==> src/fdi_pkg.sv <==
// Shared constants, codes and saturation helpers for the forward difference interpolator.
package fdi_pkg;

    localparam int MAX_POINTS = 16;
    localparam int IDX_W      = $clog2(MAX_POINTS);
    localparam int CNT_W      = $clog2(MAX_POINTS + 1);

    // Q16.16 working values carry 48 bits and are held within +-(2^47 - 1).
    localparam int QW    = 48;
    localparam int DVD_W = 49;
    localparam int DSR_W = 31;

    localparam logic signed [QW-1:0] QLIM = 48'sh7FFF_FFFF_FFFF;

    localparam logic [1:0] ACT_LOAD  = 2'd0;
    localparam logic [1:0] ACT_CLEAR = 2'd1;
    localparam logic [1:0] ACT_EVAL  = 2'd2;

    localparam logic [1:0] REG_X_ORIGIN    = 2'd0;
    localparam logic [1:0] REG_STEP_SIZE   = 2'd1;
    localparam logic [1:0] REG_POINT_COUNT = 2'd2;

    function automatic logic ovf_q(input logic signed [QW:0] v);
        logic signed [QW:0] lim;
        lim = {QLIM[QW-1], QLIM};
        return (v > lim) || (v < -lim);
    endfunction

    function automatic logic signed [QW-1:0] clamp_q(input logic signed [QW:0] v);
        logic signed [QW:0] lim;
        lim = {QLIM[QW-1], QLIM};
        if (v > lim) begin
            return QLIM;
        end else if (v < -lim) begin
            return -QLIM;
        end
        return v[QW-1:0];
    endfunction

endpackage

==> src/fdi_div.sv <==
// Iterative restoring divider on unsigned magnitudes, one quotient bit per cycle.
module fdi_div (
    input  logic                             aclk,
    input  logic                             aresetn,
    input  logic                             start,
    input  logic [fdi_pkg::DVD_W-1:0]        dividend,
    input  logic [fdi_pkg::DSR_W-1:0]        divisor,
    output logic                             done,
    output logic [fdi_pkg::DVD_W-1:0]        quotient
);

    localparam int STEP_W = $clog2(fdi_pkg::DVD_W + 1);

    logic                          busy_reg, busy_next;
    logic                          done_reg, done_next;
    logic [STEP_W-1:0]             cnt_reg, cnt_next;
    logic [fdi_pkg::DVD_W-1:0]     q_reg, q_next;
    logic [fdi_pkg::DSR_W-1:0]     rem_reg, rem_next;
    logic [fdi_pkg::DSR_W-1:0]     dsr_reg, dsr_next;
    logic [fdi_pkg::DSR_W:0]       trial;

    assign trial = {rem_reg, q_reg[fdi_pkg::DVD_W-1]};

    always_comb begin
        busy_next = busy_reg;
        done_next = 1'b0;
        cnt_next  = cnt_reg;
        q_next    = q_reg;
        rem_next  = rem_reg;
        dsr_next  = dsr_reg;
        if (start) begin
            busy_next = 1'b1;
            cnt_next  = '0;
            q_next    = dividend;
            rem_next  = '0;
            dsr_next  = divisor;
        end else if (busy_reg) begin
            if (trial >= {1'b0, dsr_reg}) begin
                rem_next = trial[fdi_pkg::DSR_W-1:0] - dsr_reg;
                q_next   = {q_reg[fdi_pkg::DVD_W-2:0], 1'b1};
            end else begin
                rem_next = trial[fdi_pkg::DSR_W-1:0];
                q_next   = {q_reg[fdi_pkg::DVD_W-2:0], 1'b0};
            end
            cnt_next = cnt_reg + 1'b1;
            if (cnt_reg == STEP_W'(fdi_pkg::DVD_W - 1)) begin
                busy_next = 1'b0;
                done_next = 1'b1;
            end
        end
    end

    always_ff @(posedge aclk) begin
        if (!aresetn) begin
            busy_reg <= 1'b0;
            done_reg <= 1'b0;
        end else begin
            busy_reg <= busy_next;
            done_reg <= done_next;
        end
        cnt_reg <= cnt_next;
        q_reg   <= q_next;
        rem_reg <= rem_next;
        dsr_reg <= dsr_next;
    end

    assign done     = done_reg;
    assign quotient = q_reg;

endmodule

==> config.mk <==
export PLATFORM = sky130hd
export DESIGN_NAME = fdi_div
export DESIGN_NICKNAME = d
export VERILOG_FILES = /design/src/fdi_pkg.sv /design/src/fdi_div.sv
export SDC_FILE = /design/constraint.sdc
export NUM_CORES = 1
export LEC_CHECK = 0
export ABC_CLOCK_PERIOD_IN_PS = 4500
export BUFFER_PORTS_ARGS = -buffer_cell sky130_fd_sc_hd__buf_4
export CAP_MARGIN = 20
export CELL_PAD_IN_SITES_DETAIL_PLACEMENT = 1
export CELL_PAD_IN_SITES_GLOBAL_PLACEMENT = 2
export CORE_UTILIZATION = 38
export DETAILED_ROUTE_END_ITERATION = 12
export GPL_TIMING_DRIVEN = 0
export PLACE_DENSITY_LB_ADDON = 0.12
export SLEW_MARGIN = 20
export SYNTH_ARGS = -nofsm -noshare
export SYNTH_HDL_FRONTEND = slang
export SYNTH_SLANG_ARGS = --single-unit
==> constraint.sdc <==
create_clock -name aclk -period 4.5 [get_ports aclk]
set_input_delay 0.9 -clock aclk [delete_from_list [all_inputs] [get_ports aclk]]
set_output_delay 0.9 -clock aclk [all_outputs]
set_load 0.05 [all_outputs]
**Word level (Yosys, flattened, before mapping)**

Cells that the tools add are included.

- Bits in registers: 119
- Latch bits: 0
- RAM bits: 0
- ROM bits: 0
- Output and inout port bits: 50
- Word-level logic and storage cells: 22
- Memories kept: 0

- $add $sub $neg: 2
- $mul: 0
- Div/mod/pow operators: 0
- $lt $le $gt $ge: 1
- Equality and inequality tests: 1
- Shifts and indexed selects: 0
- Mux-type cells: 8
- Bitwise operators: 2
- Reduce and logical (&&, ||, !) cells: 2

Operators by type and width:

| cell | count |
|---|---|
| $mux W49 | 2 |
| $ge A32 B31 Y1 | 1 |
| $mux W31 | 1 |
| $sub A31 B31 Y31 | 1 |
| $add A6 B1 Y6 const B | 1 |
| $eq A6 B6 Y1 const B | 1 |
| $mux W1 | 5 |
| $reduce_or A3 Y1 | 1 |
| $not A1 Y1 | 2 |
| $reduce_bool A2 Y1 | 1 |

**Longest topological paths before layout**

- Depth after elaboration: 4
- Depth in mapped cells: 13
- Gate-level depth less buffers: 11

**Worst setup path after synthesis**

Ideal clock, no wire load.

- Path kind: register to register
- From: register q_reg (netlist bit quotient[48])
- To: register rem_reg[25] (netlist bit)
- Setup time: 0.137 ns
- Arrival: 2.736 ns
- Data required time: 4.363 ns
- Path slack: 1.626 ns
- Stages on the path, launching flop included: 13
- Period minus slack after synthesis: 2.874 ns
- Cells stage by stage: edfxtp_1 inv_1 ha_1 fa_1 nor2b_1 o21ai_1 a21oi_1 o311a_1 nor2_1 buf_4 mux2_1 mux2i_1 a211oi_1

- Cells in the longest elaborated chain, start to end: 2
- Elaborated cells on any way between the ends: 3
- Classes of those cells: add/sub: 1; order compare: 1; mux: 1

RTL lines:

| item | line | RTL |
|---|---|---|
| start: declaration | fdi_div.sv:17 | `logic [fdi_pkg::DVD_W-1:0] q_reg, q_next;` |
| start signal: assignment | fdi_div.sv:62 | `q_reg <= q_next;` |
| $sub A31 B31 Y31 / $ge A32 B31 Y1 (equally long branches) | fdi_div.sv:39, fdi_div.sv:38 |  |
| $mux W31 (*) | fdi_div.sv:38 | `if (trial >= {1'b0, dsr_reg}) begin` |
| end signal: assignment | fdi_div.sv:63 | `rem_reg <= rem_next;` |
| end: declaration | fdi_div.sv:18 | `logic [fdi_pkg::DSR_W-1:0] rem_reg, rem_next;` |

Every way passes the cells marked *; elsewhere a longest branch is shown, timed or not.
A chain may end at the register's enable or synchronous reset.

**Worst setup path after layout**

- From: register q_reg (netlist bit quotient[48])
- To: register rem_reg[22] (netlist bit)

Same word-level chain as after synthesis.

==> impl_metrics.toml <==
[run_status]
status = "finished, final reports clean"

[grt]
grt-ovfl-total = 0
grt_antenna_before_repair = 0
grt_pass1_wl_um = 30000
track_usage = 0.217
grt_pass1_vias = 5838
grt_max_degree = 50

[min_path]
min_from = "rem_reg[7]$_SDFFE_PP0P_"
hold_path.class = "reg2reg"
hold_depth = 2
worstHoldEndpoint = "rem_reg[7]$_SDFFE_PP0P_"

[placement]
place_hpwl_um = 13400
pre_cts_slack_ns = 0.729
numPortBuffers = 132
routabilityCongestion = 0.851
dp_cells = 969

[clocking]
cts_buffers = 17
h-tree-depth = 4
clk-insertion-delay-late_ns = 0.41
cts_tree = "built"
cts_hold_buf = 0
cts.repair.resized = 0
clock_path_buffers = 2
root_buffer = "clkbuf_16"
cts.sinks = 119
clk_pin_slew_ns = 0.06
post_cts_buffers = 0

[synth]
synth_commonest_cells = "edfxtp_1 (80), nor2_1 (52), mux2_2 (48), a21oi_1 (47), dfxtp_1 (39)"
yosysTopAreaCellShare = 0.365
syn_avg_cell_area_um2 = 10.7
synth_edf_count = 80
syn-cell-area_um2 = 6590
ys_types = 58
synth_area_leaders = "edfxtp_1 (36%), dfxtp_1 (12%), mux2_2 (8.2%), ha_1 (6.3%), a21oi_1 (3.6%)"
yosysMostFrequentCell = "edfxtp_1"
async_flop_share = 0
synthesis.nets = 734
ys_seq_elements = 119
synthCells = 617
synth-main-ff-cell = "edfxtp_1"
yosysSeqAreaShare = 0.483
ys_warn_count = 0
yosys.area.top_type = "edfxtp_1"

[finish]
fin_cells = 1001
drive_above_1_share = 0.297
diodes = 0
final_core_util = 0.505
largest_register_ff_count = 49
area_growth_pct = 28.4
fin_nets = 885

[sta]
post-route-period-util = 0.728
worstMarginPinSlew_ns = 0.717
setup_viol = 0
hold_violations = 0
holdWs_ns = 0.504
period_minus_slack_ns = 3.28
finClkSkew_ns = 0.00845
clock.fmax_ghz = 0.305
relSlewSlack = 0.522
layout_setup_ws_ns = 1.22
final_max_slew_viol_count = 0
rsz0062_at_grt = "false"
fin_tns_setup_ns = 0

[power_and_ir_drop]
powerDensity_nw_per_um2 = 423
peakVddDrop_v = 0.000347
p_leak_nw = 3.58

[worst_setup_path]
required_ns = 4.83
rrSetupSlack_ns = 1.22
endpoint_kind = "register"
critPathKind = "reg2reg"
cp_max_fo = 10
worst_r2r_startpoint = "quotient[48]$_DFFE_PP_"
r2r_cells = 12
arrival_ns = 3.61
timing.rr.end = "rem_reg[22]$_SDFFE_PP0P_"
cp-start-kind = "register"

[detailed_routing]
routed_wl_um = 18400
antenna_left = 0
drtIter0Drc = 217
num_vias = 5286
viasPerCell = 5.28
drcViolationCount = 0
drtPass1Iterations = 4
wl_per_cell_um = 18.4

[flow_run]
drv_cap = 0

[die]
coreArea_um2 = 16800
initial_core_util = 0.393
die_w_um = 134
num_rows = 47
die_area_um2 = 17900
fp.dieH_um = 134
pin_count = 133
worst max-delay path by stage:
stage	from	end	slack (ns)	cells past startpoint
global placement	start	quotient[38]$_DFFE_PP_	0.77	4
global route	quotient[48]$_DFFE_PP_	rem_reg[22]$_SDFFE_PP0P_	0.96	12
finish	quotient[48]$_DFFE_PP_	rem_reg[22]$_SDFFE_PP0P_	1.22	12
detailed placement	start	quotient[36]$_DFFE_PP_	0.73	4
CTS	start	quotient[43]$_DFFE_PP_	1.18	4
floorplan	quotient[48]$_DFFE_PP_	rem_reg[25]$_SDFFE_PP0P_	1.63	12
stage by stage:
stage / total power [W] / cell area [um^2]
after floorplan: 0.00192 / 6590
after global placement: 0.00218 / 7850
after detailed placement: 0.00220 / 7850
after CTS: 0.00361 / 8450
after global routing: 0.00374 / 8460
final: 0.00358 / 8460
cell type report:
class | count | area [um^2]
multi-input combinational | 429 | 3120
clock inverter | 15 | 175
clock buffer | 17 | 425
fill | 1855 | 8300
inverter | 38 | 143
buffer | 31 | 143
sequential | 119 | 3180
tap | 220 | 275
timing repair buffer | 132 | 991
power by group:
| group | total [W] | internal, W | switching [W] |
|---|---|---|---|
| registers | 0.00134 | 0.00128 | 0.0000571 |
| clock network | 0.00140 | 0.000873 | 0.000526 |
| logic | 0.000841 | 0.000327 | 0.000515 |
critical path, cell delays in order, from the launching register on:
cell      delay (ns)
edfxtp_1        0.36
inv_1           0.08
ha_1            0.24
fa_1            0.40
nor2b_1         0.21
o21ai_1         0.14
a21oi_1         0.21
o311a_1         0.34
nor2_1          0.08
buf_2           0.24
nor2b_1         0.56
nand4_1         0.18
a31oi_1         0.17
per-layer routing:
layer / vias up / share of wire / global-route usage
met5: - / 0 / 0
li1: 2572 / - / -
met1: 2568 / 0.44 / 0.261
met4: 0 / 0.0060 / 0.0543
met3: 14 / 0.072 / 0.0814
met2: 132 / 0.49 / 0.364
cells in the final DEF, fill, tap and decap left out, types with 3 or more instances in the layout:
| cell type | instances |
|---|---|
| mux2_2 | 48 |
| nand2b_1 | 8 |
| ha_1 | 33 |
| o21a_1 | 5 |
| o211ai_1 | 6 |
| clkbuf_16 | 17 |
| a21oi_1 | 47 |
| nand4_1 | 10 |
| nand3_1 | 4 |
| and3_1 | 5 |
| o21ai_0 | 16 |
| nor2b_1 | 12 |
| bufinv_16 | 3 |
| nand2_1 | 32 |
| or3_1 | 6 |
| o21bai_1 | 4 |
| edfxtp_1 | 80 |
| mux2_1 | 5 |
| nor2_1 | 52 |
| inv_6 | 4 |
| a21o_1 | 8 |
| dfxtp_1 | 39 |
| o21ai_1 | 9 |
| and2_1 | 5 |
| inv_1 | 38 |
| buf_2 | 9 |
| a311oi_1 | 5 |
| xnor2_1 | 11 |
| nor3_1 | 7 |
| mux2i_1 | 13 |
| clkbuf_1 | 18 |
| nor3b_1 | 4 |
| a211oi_1 | 22 |
| a31oi_1 | 8 |
| xor2_1 | 12 |
| buf_4 | 134 |
| nand3b_1 | 4 |
logic make-up (layout without fill, tap and decap cells):
logic type      count (synthesis)  in the layout  share of synthesized area
compound gates                148            148                      0.146
xor+xnor                       23             23                     0.0306
fa+ha+maj                      34             34                     0.0657
buf+inv                        69            233                     0.0433
flops                         119            119                      0.483
mux                            67             67                      0.113
simple gates                  157            157                      0.118
No activity file was read; power rests on OpenSTA's default activity.
