--- config.mk ---
export PLATFORM = sky130hd
export DESIGN_NAME = fdi_qmul
export DESIGN_NICKNAME = d
export VERILOG_FILES = /design/src/fdi_pkg.sv /design/src/fdi_qmul.sv
export SDC_FILE = /design/constraint.sdc
export NUM_CORES = 2
export LEC_CHECK = 0
export BUFFER_PORTS_ARGS = -buffer_cell sky130_fd_sc_hd__buf_2
export CAP_MARGIN = 10
export CELL_PAD_IN_SITES_DETAIL_PLACEMENT = 1
export CELL_PAD_IN_SITES_GLOBAL_PLACEMENT = 1
export CORE_MARGIN = 5
export CORE_UTILIZATION = 50
export CTS_CLUSTER_DIAMETER = 30
export DETAILED_ROUTE_END_ITERATION = 6
export GPL_ROUTABILITY_DRIVEN = 1
export PLACE_DENSITY_LB_ADDON = 0.1
export SETUP_SLACK_MARGIN = 0.2
export SKIP_LAST_GASP = 1
export SYNTH_ARGS = -nofsm -noshare
export SYNTH_HDL_FRONTEND = slang
export SYNTH_SLANG_ARGS = --single-unit
--- constraint.sdc ---
create_clock -name aclk -period 27.3 [get_ports aclk]
set_clock_uncertainty 0.1 [all_clocks]
set_input_delay 0 -clock aclk [delete_from_list [all_inputs] [get_ports aclk]]
set_output_delay 0 -clock aclk [all_outputs]
set_load 0.01 [all_outputs]
--- src/fdi_pkg.sv ---
// Shared constants, codes and saturation helpers for the forward difference interpolator.
package fdi_pkg;

    localparam int MAX_POINTS = 16;
    localparam int IDX_W      = $clog2(MAX_POINTS);
    localparam int CNT_W      = $clog2(MAX_POINTS + 1);

    // Q16.16 working values carry 48 bits and are held within +-(2^47 - 1).
    localparam int QW    = 48;
    localparam int DVD_W = 49;
    localparam int DSR_W = 31;

    localparam logic signed [QW-1:0] QLIM = 48'sh7FFF_FFFF_FFFF;

    localparam logic [1:0] ACT_LOAD  = 2'd0;
    localparam logic [1:0] ACT_CLEAR = 2'd1;
    localparam logic [1:0] ACT_EVAL  = 2'd2;

    localparam logic [1:0] REG_X_ORIGIN    = 2'd0;
    localparam logic [1:0] REG_STEP_SIZE   = 2'd1;
    localparam logic [1:0] REG_POINT_COUNT = 2'd2;

    function automatic logic ovf_q(input logic signed [QW:0] v);
        logic signed [QW:0] lim;
        lim = {QLIM[QW-1], QLIM};
        return (v > lim) || (v < -lim);
    endfunction

    function automatic logic signed [QW-1:0] clamp_q(input logic signed [QW:0] v);
        logic signed [QW:0] lim;
        lim = {QLIM[QW-1], QLIM};
        if (v > lim) begin
            return QLIM;
        end else if (v < -lim) begin
            return -QLIM;
        end
        return v[QW-1:0];
    endfunction

endpackage

--- src/fdi_qmul.sv ---
// Sequenced Q16.16 multiply built from three partial products on one 32 by 32 multiplier.
module fdi_qmul (
    input  logic                           aclk,
    input  logic                           aresetn,
    input  logic                           start,
    input  logic signed [fdi_pkg::QW-1:0]  op_a,
    input  logic signed [fdi_pkg::QW-1:0]  op_b,
    output logic                           done,
    output logic signed [fdi_pkg::QW-1:0]  result,
    output logic                           sat
);

    localparam logic [2:0] Q_IDLE = 3'd0;
    localparam logic [2:0] Q_M0   = 3'd1;
    localparam logic [2:0] Q_M1   = 3'd2;
    localparam logic [2:0] Q_M2   = 3'd3;
    localparam logic [2:0] Q_FIN  = 3'd4;

    localparam int HI_W = fdi_pkg::QW - 1 - 32;

    logic [2:0]                   state_reg, state_next;
    logic [fdi_pkg::QW-2:0]       ma_reg, ma_next, mb_reg, mb_next;
    logic                         neg_reg, neg_next;
    logic [63:0]                  p00_reg, p00_next;
    logic [fdi_pkg::QW-1:0]       mid_reg, mid_next;
    logic                         done_reg, done_next;
    logic signed [fdi_pkg::QW-1:0] res_reg, res_next;
    logic                         sat_reg, sat_next;

    logic [31:0]                  mul_a, mul_b;
    logic [63:0]                  prod;
    logic [HI_W-1:0]              a1, b1;
    logic [fdi_pkg::QW:0]         r;
    logic                         over;
    logic signed [fdi_pkg::QW-1:0] abs_a, abs_b;

    assign a1 = ma_reg[fdi_pkg::QW-2:32];
    assign b1 = mb_reg[fdi_pkg::QW-2:32];
    assign prod = mul_a * mul_b;
    assign abs_a = op_a[fdi_pkg::QW-1] ? -op_a : op_a;
    assign abs_b = op_b[fdi_pkg::QW-1] ? -op_b : op_b;

    always_comb begin
        case (state_reg)
            Q_M1: begin
                mul_a = {{(32-HI_W){1'b0}}, a1};
                mul_b = mb_reg[31:0];
            end
            Q_M2: begin
                mul_a = ma_reg[31:0];
                mul_b = {{(32-HI_W){1'b0}}, b1};
            end
            default: begin
                mul_a = ma_reg[31:0];
                mul_b = mb_reg[31:0];
            end
        endcase
    end

    assign r = {2'b0, mid_reg[30:0], 16'b0} + {{(fdi_pkg::QW-47){1'b0}}, p00_reg[63:16]};
    assign over = ((a1 != '0) && (b1 != '0)) || (mid_reg >= fdi_pkg::QW'(64'h8000_0000))
                  || (r > {1'b0, fdi_pkg::QLIM});

    always_comb begin
        state_next = state_reg;
        ma_next    = ma_reg;
        mb_next    = mb_reg;
        neg_next   = neg_reg;
        p00_next   = p00_reg;
        mid_next   = mid_reg;
        done_next  = 1'b0;
        res_next   = res_reg;
        sat_next   = sat_reg;
        case (state_reg)
            Q_IDLE: begin
                if (start) begin
                    ma_next    = abs_a[fdi_pkg::QW-2:0];
                    mb_next    = abs_b[fdi_pkg::QW-2:0];
                    neg_next   = op_a[fdi_pkg::QW-1] != op_b[fdi_pkg::QW-1];
                    state_next = Q_M0;
                end
            end
            Q_M0: begin
                p00_next   = prod;
                state_next = Q_M1;
            end
            Q_M1: begin
                mid_next   = prod[fdi_pkg::QW-1:0];
                state_next = Q_M2;
            end
            Q_M2: begin
                mid_next   = mid_reg + prod[fdi_pkg::QW-1:0];
                state_next = Q_FIN;
            end
            Q_FIN: begin
                if (over) begin
                    res_next = neg_reg ? -fdi_pkg::QLIM : fdi_pkg::QLIM;
                end else begin
                    res_next = neg_reg ? -$signed(r[fdi_pkg::QW-1:0])
                                       : $signed(r[fdi_pkg::QW-1:0]);
                end
                sat_next   = over;
                done_next  = 1'b1;
                state_next = Q_IDLE;
            end
            default: begin
                state_next = Q_IDLE;
            end
        endcase
    end

    always_ff @(posedge aclk) begin
        if (!aresetn) begin
            state_reg <= Q_IDLE;
            done_reg  <= 1'b0;
        end else begin
            state_reg <= state_next;
            done_reg  <= done_next;
        end
        ma_reg  <= ma_next;
        mb_reg  <= mb_next;
        neg_reg <= neg_next;
        p00_reg <= p00_next;
        mid_reg <= mid_next;
        res_reg <= res_next;
        sat_reg <= sat_next;
    end

    assign done   = done_reg;
    assign result = res_reg;
    assign sat    = sat_reg;

endmodule

Word level (Yosys, flattened, before mapping)
Cells that the tools add are included.
{ "op_classes": {"eq_ne": 6, "mux": 11, "n_lt_le_gt_ge": 2, "add_sub_neg": 5, "multipliers": 1, "reduce_logical": 8} }
{ "op_table": {"columns": ["op", "n"], "rows": [
  ["$mux W48", 3],
  ["$pmux W48 S2", 1],
  ["$mux W47", 2],
  ["$neg A47 Y47", 2],
  ["$mul A32 B32 Y64", 1],
  ["$mux W32", 2],
  ["$add A47 B48 Y49", 1],
  ["$gt A49 B47 Y1 const B", 1],
  ["$add A48 B48 Y48", 1],
  ["$ge A48 B32 Y1 const B", 1],
  ["$neg A48 Y48", 1],
  ["$reduce_bool A15 Y1", 2],
  ["$pmux W3 S4", 1],
  ["$eq A3 B2 Y1 const B", 2],
  ["$eq A3 B1 Y1 const B", 1],
  ["$eq A3 B3 Y1 const B", 1],
  ["$logic_not A3 Y1", 1],
  ["$mux W3", 1],
  ["$logic_or A1 B1 Y1", 2],
  ["$ne A2 B2 Y1 const B", 1],
  ["$reduce_and A2 Y1", 1],
  ["$reduce_bool A2 Y1", 1],
  ["$logic_and A1 B1 Y1", 1],
  ["$mux W1", 1],
  ["$ne A1 B1 Y1", 1]
]} }
{ "word_totals": {"output_inout_bits": 50, "input_bits": 99, "elab_cells": 42, "reg_bits": 260} }

Logic depth before layout (Yosys ltp)
{ "depth": {"depth_word": 5, "depth_mapped": 45, "depth_no_buf": 41} }

Least setup slack after synthesis
OpenSTA, ideal clock, no wires.
{ "synth_path": {"path_kind": "reg2reg", "from": "reg state_reg[1]", "to": "reg mid_reg[45] (netlist name), data pin", "slack_ps": 14424, "t_required_ps": 27054, "setup_ps": 146, "path_buffers": 4, "stages_incl_launch_ff": 40, "arrival_ps": 12631, "period_less_slack_ps": 12876, "path_cell_list": "dfxtp_1 -> nor2b_1 -> and2_1 -> clkbuf_1 -> buf_1 -> mux2i_1 -> clkbuf_1 -> nor2_1 -> fa_1 -> inv_1 -> fa_1 -> fa_1 -> fa_1 -> inv_1 -> ha_1 -> ha_1 -> fa_1 -> inv_1 -> [4 not listed] -> a21o_1 -> a221oi_1 -> nand2_1 -> a21boi_0 -> o21ai_0 -> xor2_1 -> ha_1 -> clkbuf_1 -> and3_1 -> a2111o_1 -> a31oi_1 -> a211oi_1 -> o21ai_0 -> o21ai_0 -> nand3_1 -> nor2_1 -> or4b_2 -> a21oi_1"} }
{ "synth_between": {"elab_chain_cells": 5, "word_cells_on_any_way": 7, "cone_classes": "add/sub: 1; mul: 1; eq/ne: 2; mux: 3"} }
{ "synth_lines": {"columns": ["element", "line", "text"], "rows": [
  ["from (decl)", "fdi_qmul.sv:21", "logic [2:0] state_reg, state_next;"],
  ["from (signal assigned)", "fdi_qmul.sv:117", "state_reg <= state_next;"],
  ["$eq A3 B2 Y1", "fdi_qmul.sv:44", "case (state_reg)"],
  ["$mux W32", "fdi_qmul.sv:44", null],
  ["$mul A32 B32 Y64 (*)", "fdi_qmul.sv:39", "assign prod = mul_a * mul_b;"],
  ["net prod[18]", "fdi_qmul.sv:31", "logic [63:0] prod;"],
  ["$add A48 B48 Y48 (*)", "fdi_qmul.sv:92", "mid_next = mid_reg + prod[fdi_pkg::QW-1:0];"],
  ["$pmux W48 S2 (*)", "fdi_qmul.sv:74", "case (state_reg)"],
  ["net mid_next, one bit", "fdi_qmul.sv:25", "logic [fdi_pkg::QW-1:0] mid_reg, mid_next;"],
  ["to (signal assigned)", "fdi_qmul.sv:124", "mid_reg <= mid_next;"],
  ["to (decl)", "fdi_qmul.sv:25", null]
]} }
Mark *: on every way through the listed nets, which the timed path passes. The rest lies on a longest branch.
A chain may end at the register's enable or synchronous reset.

Final worst setup path
Ends and elaborated chain as after synthesis.

==> results.sh <==
export IMPL_nets=6997
export IMPL_routed_wl_mm=191
export IMPL_grt_max_degree=86
export IMPL_yosysTopAreaCell="fa_1"
export IMPL_syn_area_um2=48600
export IMPL_dieArea_um2=104000
export IMPL_cp_common_cell="fa_1"
export IMPL_crit_path_top_delay_cell="xor2_1"
export IMPL_place_inst=6695
export IMPL_fp_coreArea_um2=96600
export IMPL_hp_start="op_a[0]"
export IMPL_rr_startpoint="state_reg[1]"
export IMPL_numPortBuffers=148
export IMPL_num_rows=114
export IMPL_first_pass_iters=5
export IMPL_clk_pin_slew_worst_paths_ns=0.05
export IMPL_drt_iter0_drc=3545
export IMPL_cts_buffers=69
export IMPL_start_util=0.503
export IMPL_ys_types=82
export IMPL_grt_setup_unrepaired="false"
export IMPL_dpl_hpwl_mm=140
export IMPL_hold_class="input pin to flip-flop"
export IMPL_cts_htree_levels=3
export IMPL_clock_latency_ns=0.64
export IMPL_fin_setup_tns_ns=0
export IMPL_worst_setup_path_end_kind="flip-flop"
export IMPL_cts_sinks=244
export IMPL_viasPerCell=6.02
export IMPL_first_global_vias=46500
export IMPL_grt_pass1_wl_mm=288
export IMPL_hold_path_end="ma_reg[0]"
export IMPL_finalCriticalPeriod_ns=13.11
export IMPL_cp_required_ns=27.67
export IMPL_crit_type="flip-flop to flip-flop"
export IMPL_yosys_warnings=0
export IMPL_grt_usage=0.370
export IMPL_placed_area_um2=50900
export IMPL_fp_dieW_um=322
export IMPL_cts_path_max_buffers=3
export IMPL_antenna_found_initial=8
export IMPL_reg2regPathDepth=39
export IMPL_area_growth_pct=12.7
export IMPL_worstHoldPathCells=2
export IMPL_fin_crit_sh=0.480
export IMPL_synth_avg_cell_area_um2=8.95
export IMPL_drt_wirelength_per_cell_um=27.3
export IMPL_overflow=0
export IMPL_synth_edff_count=240
export IMPL_relSlewSlack=0.130
export IMPL_synth_seq_cells=244
export IMPL_final_area_um2=54800
export IMPL_fmax_mhz=76.3
export IMPL_worst_pin_slew_ns=1.30
export IMPL_vias=42100
export IMPL_slew_viol_final=0
export IMPL_seq_area_frac_synth=0.150
export IMPL_drcViolationCount=0
export IMPL_r2r_slack_ns=14.19
export IMPL_fin_cells=6988
export IMPL_r2r_end="mid_reg[45]"
export IMPL_crit_fanout=49
export IMPL_crit_path_max_incr_delay_ns=0.63
export IMPL_gp_congestion=0.959
export IMPL_status="complete, no violations"
export IMPL_synth_commonest_cells="inv_1, fa_1, nand2_1"
export IMPL_holdWs_ns=0.109
export IMPL_worst_setup_path_start_kind="flip-flop"
export IMPL_drv_cap=0
export IMPL_hold_violations=0
export IMPL_root_buffer="clkbuf_16"
export IMPL_cts_tree="built"
export IMPL_die_y_um=322
export IMPL_setup_viol=0
export IMPL_synth_async_sr_flop_share=0
export IMPL_cts_repair_resize_count=0
export IMPL_synthCells=5429
export IMPL_io_pins=149
export IMPL_yosysMostFrequentCell="inv_1"
export IMPL_synth_top_cell_area_share=0.370
export IMPL_synth_main_ff_cell="edfxtp_1"
export IMPL_drive_gt1_frac=0.0764
export IMPL_synth_top_cells_by_area="fa_1, edfxtp_1, ha_1"
export IMPL_synth_nets=6774
export IMPL_ant_nets=0
export IMPL_cp_arrival_ns=13.48
[metrics by stage]
| step | utilization | setup WS [ns] |
|---|---|---|
| 3_5_place_dp | 0.527 | 14.29 |
| 3_3_place_gp | 0.527 | 14.36 |
| 2_1_floorplan | - | 14.42 |
| 6_report | 0.567 | 14.19 |
| 4_1_cts | 0.567 | 14.26 |
| 5_1_grt | 0.567 | 13.45 |
[area by class of cell]
| class | instances | area, µm² |
|---|---|---|
| antenna | 7 | 17.5 |
| clock buffer | 77 | 1760 |
| clock inverter | 47 | 489 |
| fill | 11100 | 41800 |
| inverter | 930 | 3490 |
| multi-input combinational | 3992 | 37000 |
| sequential | 244 | 7290 |
| tap | 1276 | 1600 |
| timing repair buffer | 415 | 3150 |
[logic make-up after synthesis]
group / synth area share
AND/OR/NAND/NOR: 0.159
adder cells (fa/ha/maj): 0.460
buffers and inverters: 0.0923
AO/OA/AOI/OAI: 0.0900
flip-flops: 0.150
XOR/XNOR: 0.0397
multiplexers: 0.00937
[worst max path at each step]
stage                       from          end  cells past startpoint
floorplan           state_reg[1]  mid_reg[45]                     39
global placement    state_reg[1]  mid_reg[45]                     40
detailed placement  state_reg[1]  mid_reg[45]                     39
CTS                 state_reg[1]  mid_reg[45]                     39
global route        state_reg[1]  mid_reg[45]                     39
finish              state_reg[1]  mid_reg[45]                     39
[metal layers]
| layer | part of all wire | GRT usage |
|---|---|---|
| met2 | 0.47 | 0.612 |
| met3 | 0.084 | 0.0744 |
| met1 | 0.38 | 0.458 |
| met4 | 0.068 | 0.199 |
| met5 | 0.00011 | 0 |
[layout by cell type, fill, tap and decap left out, types with 12 or more instances in the layout]
| master | netlist | final |
|---|---|---|
| inv_1 | 929 | 929 |
| fa_1 | 898 | 898 |
| nand2_1 | 815 | 814 |
| nor2_1 | 621 | 621 |
| ha_1 | 348 | 348 |
| edfxtp_1 | 240 | 240 |
| xnor2_1 | 165 | 165 |
| o21ai_0 | 162 | 162 |
| dlygate4sd3_1 | 0 | 162 |
| a21oi_1 | 158 | 158 |
| buf_2 | 7 | 148 |
| buf_4 | 0 | 105 |
| a21o_1 | 84 | 84 |
| clkbuf_16 | 0 | 69 |
| xor2_1 | 55 | 55 |
| nor3_1 | 49 | 49 |
| and2_1 | 50 | 45 |
| nand3_1 | 38 | 38 |
| o31ai_1 | 39 | 38 |
| nand4_1 | 35 | 35 |
| or3_1 | 28 | 28 |
| o21ai_1 | 26 | 26 |
| a31oi_1 | 26 | 26 |
| or4_1 | 25 | 25 |
| nor4_1 | 23 | 23 |
| nand2b_1 | 22 | 21 |
| mux2i_2 | 0 | 20 |
| and3_1 | 20 | 20 |
| o21a_1 | 20 | 20 |
| a211oi_1 | 18 | 18 |
| o21bai_1 | 18 | 18 |
| mux2i_1 | 41 | 17 |
| a221o_1 | 14 | 14 |
| o211ai_1 | 14 | 14 |
| nor2b_1 | 16 | 14 |
| o41ai_1 | 13 | 13 |
| o22ai_1 | 12 | 12 |
| clkinv_2 | 0 | 12 |
[critical path, delay by kind of cell, from the launching register on]
family                     cells  cell delay (ns)
adders and majority gates     10             4.56
xor gates and xnor gates       1             0.63
and+or+nand+nor                9             2.36
muxes                          1             0.26
buffers and inverters          7             1.59
DFF                            1             0.50
AOI/OAI and AO/OA             11             2.84
[timing repair]
action	4_1_cts	5_1_grt
hold endpoints to repair	108	0
hold buffers	162	0
buffers inserted	0	0
Power is left out: the tool's default activity adds up to more than one toggle a clock period on the data nets, which glitch-free logic cannot reach.
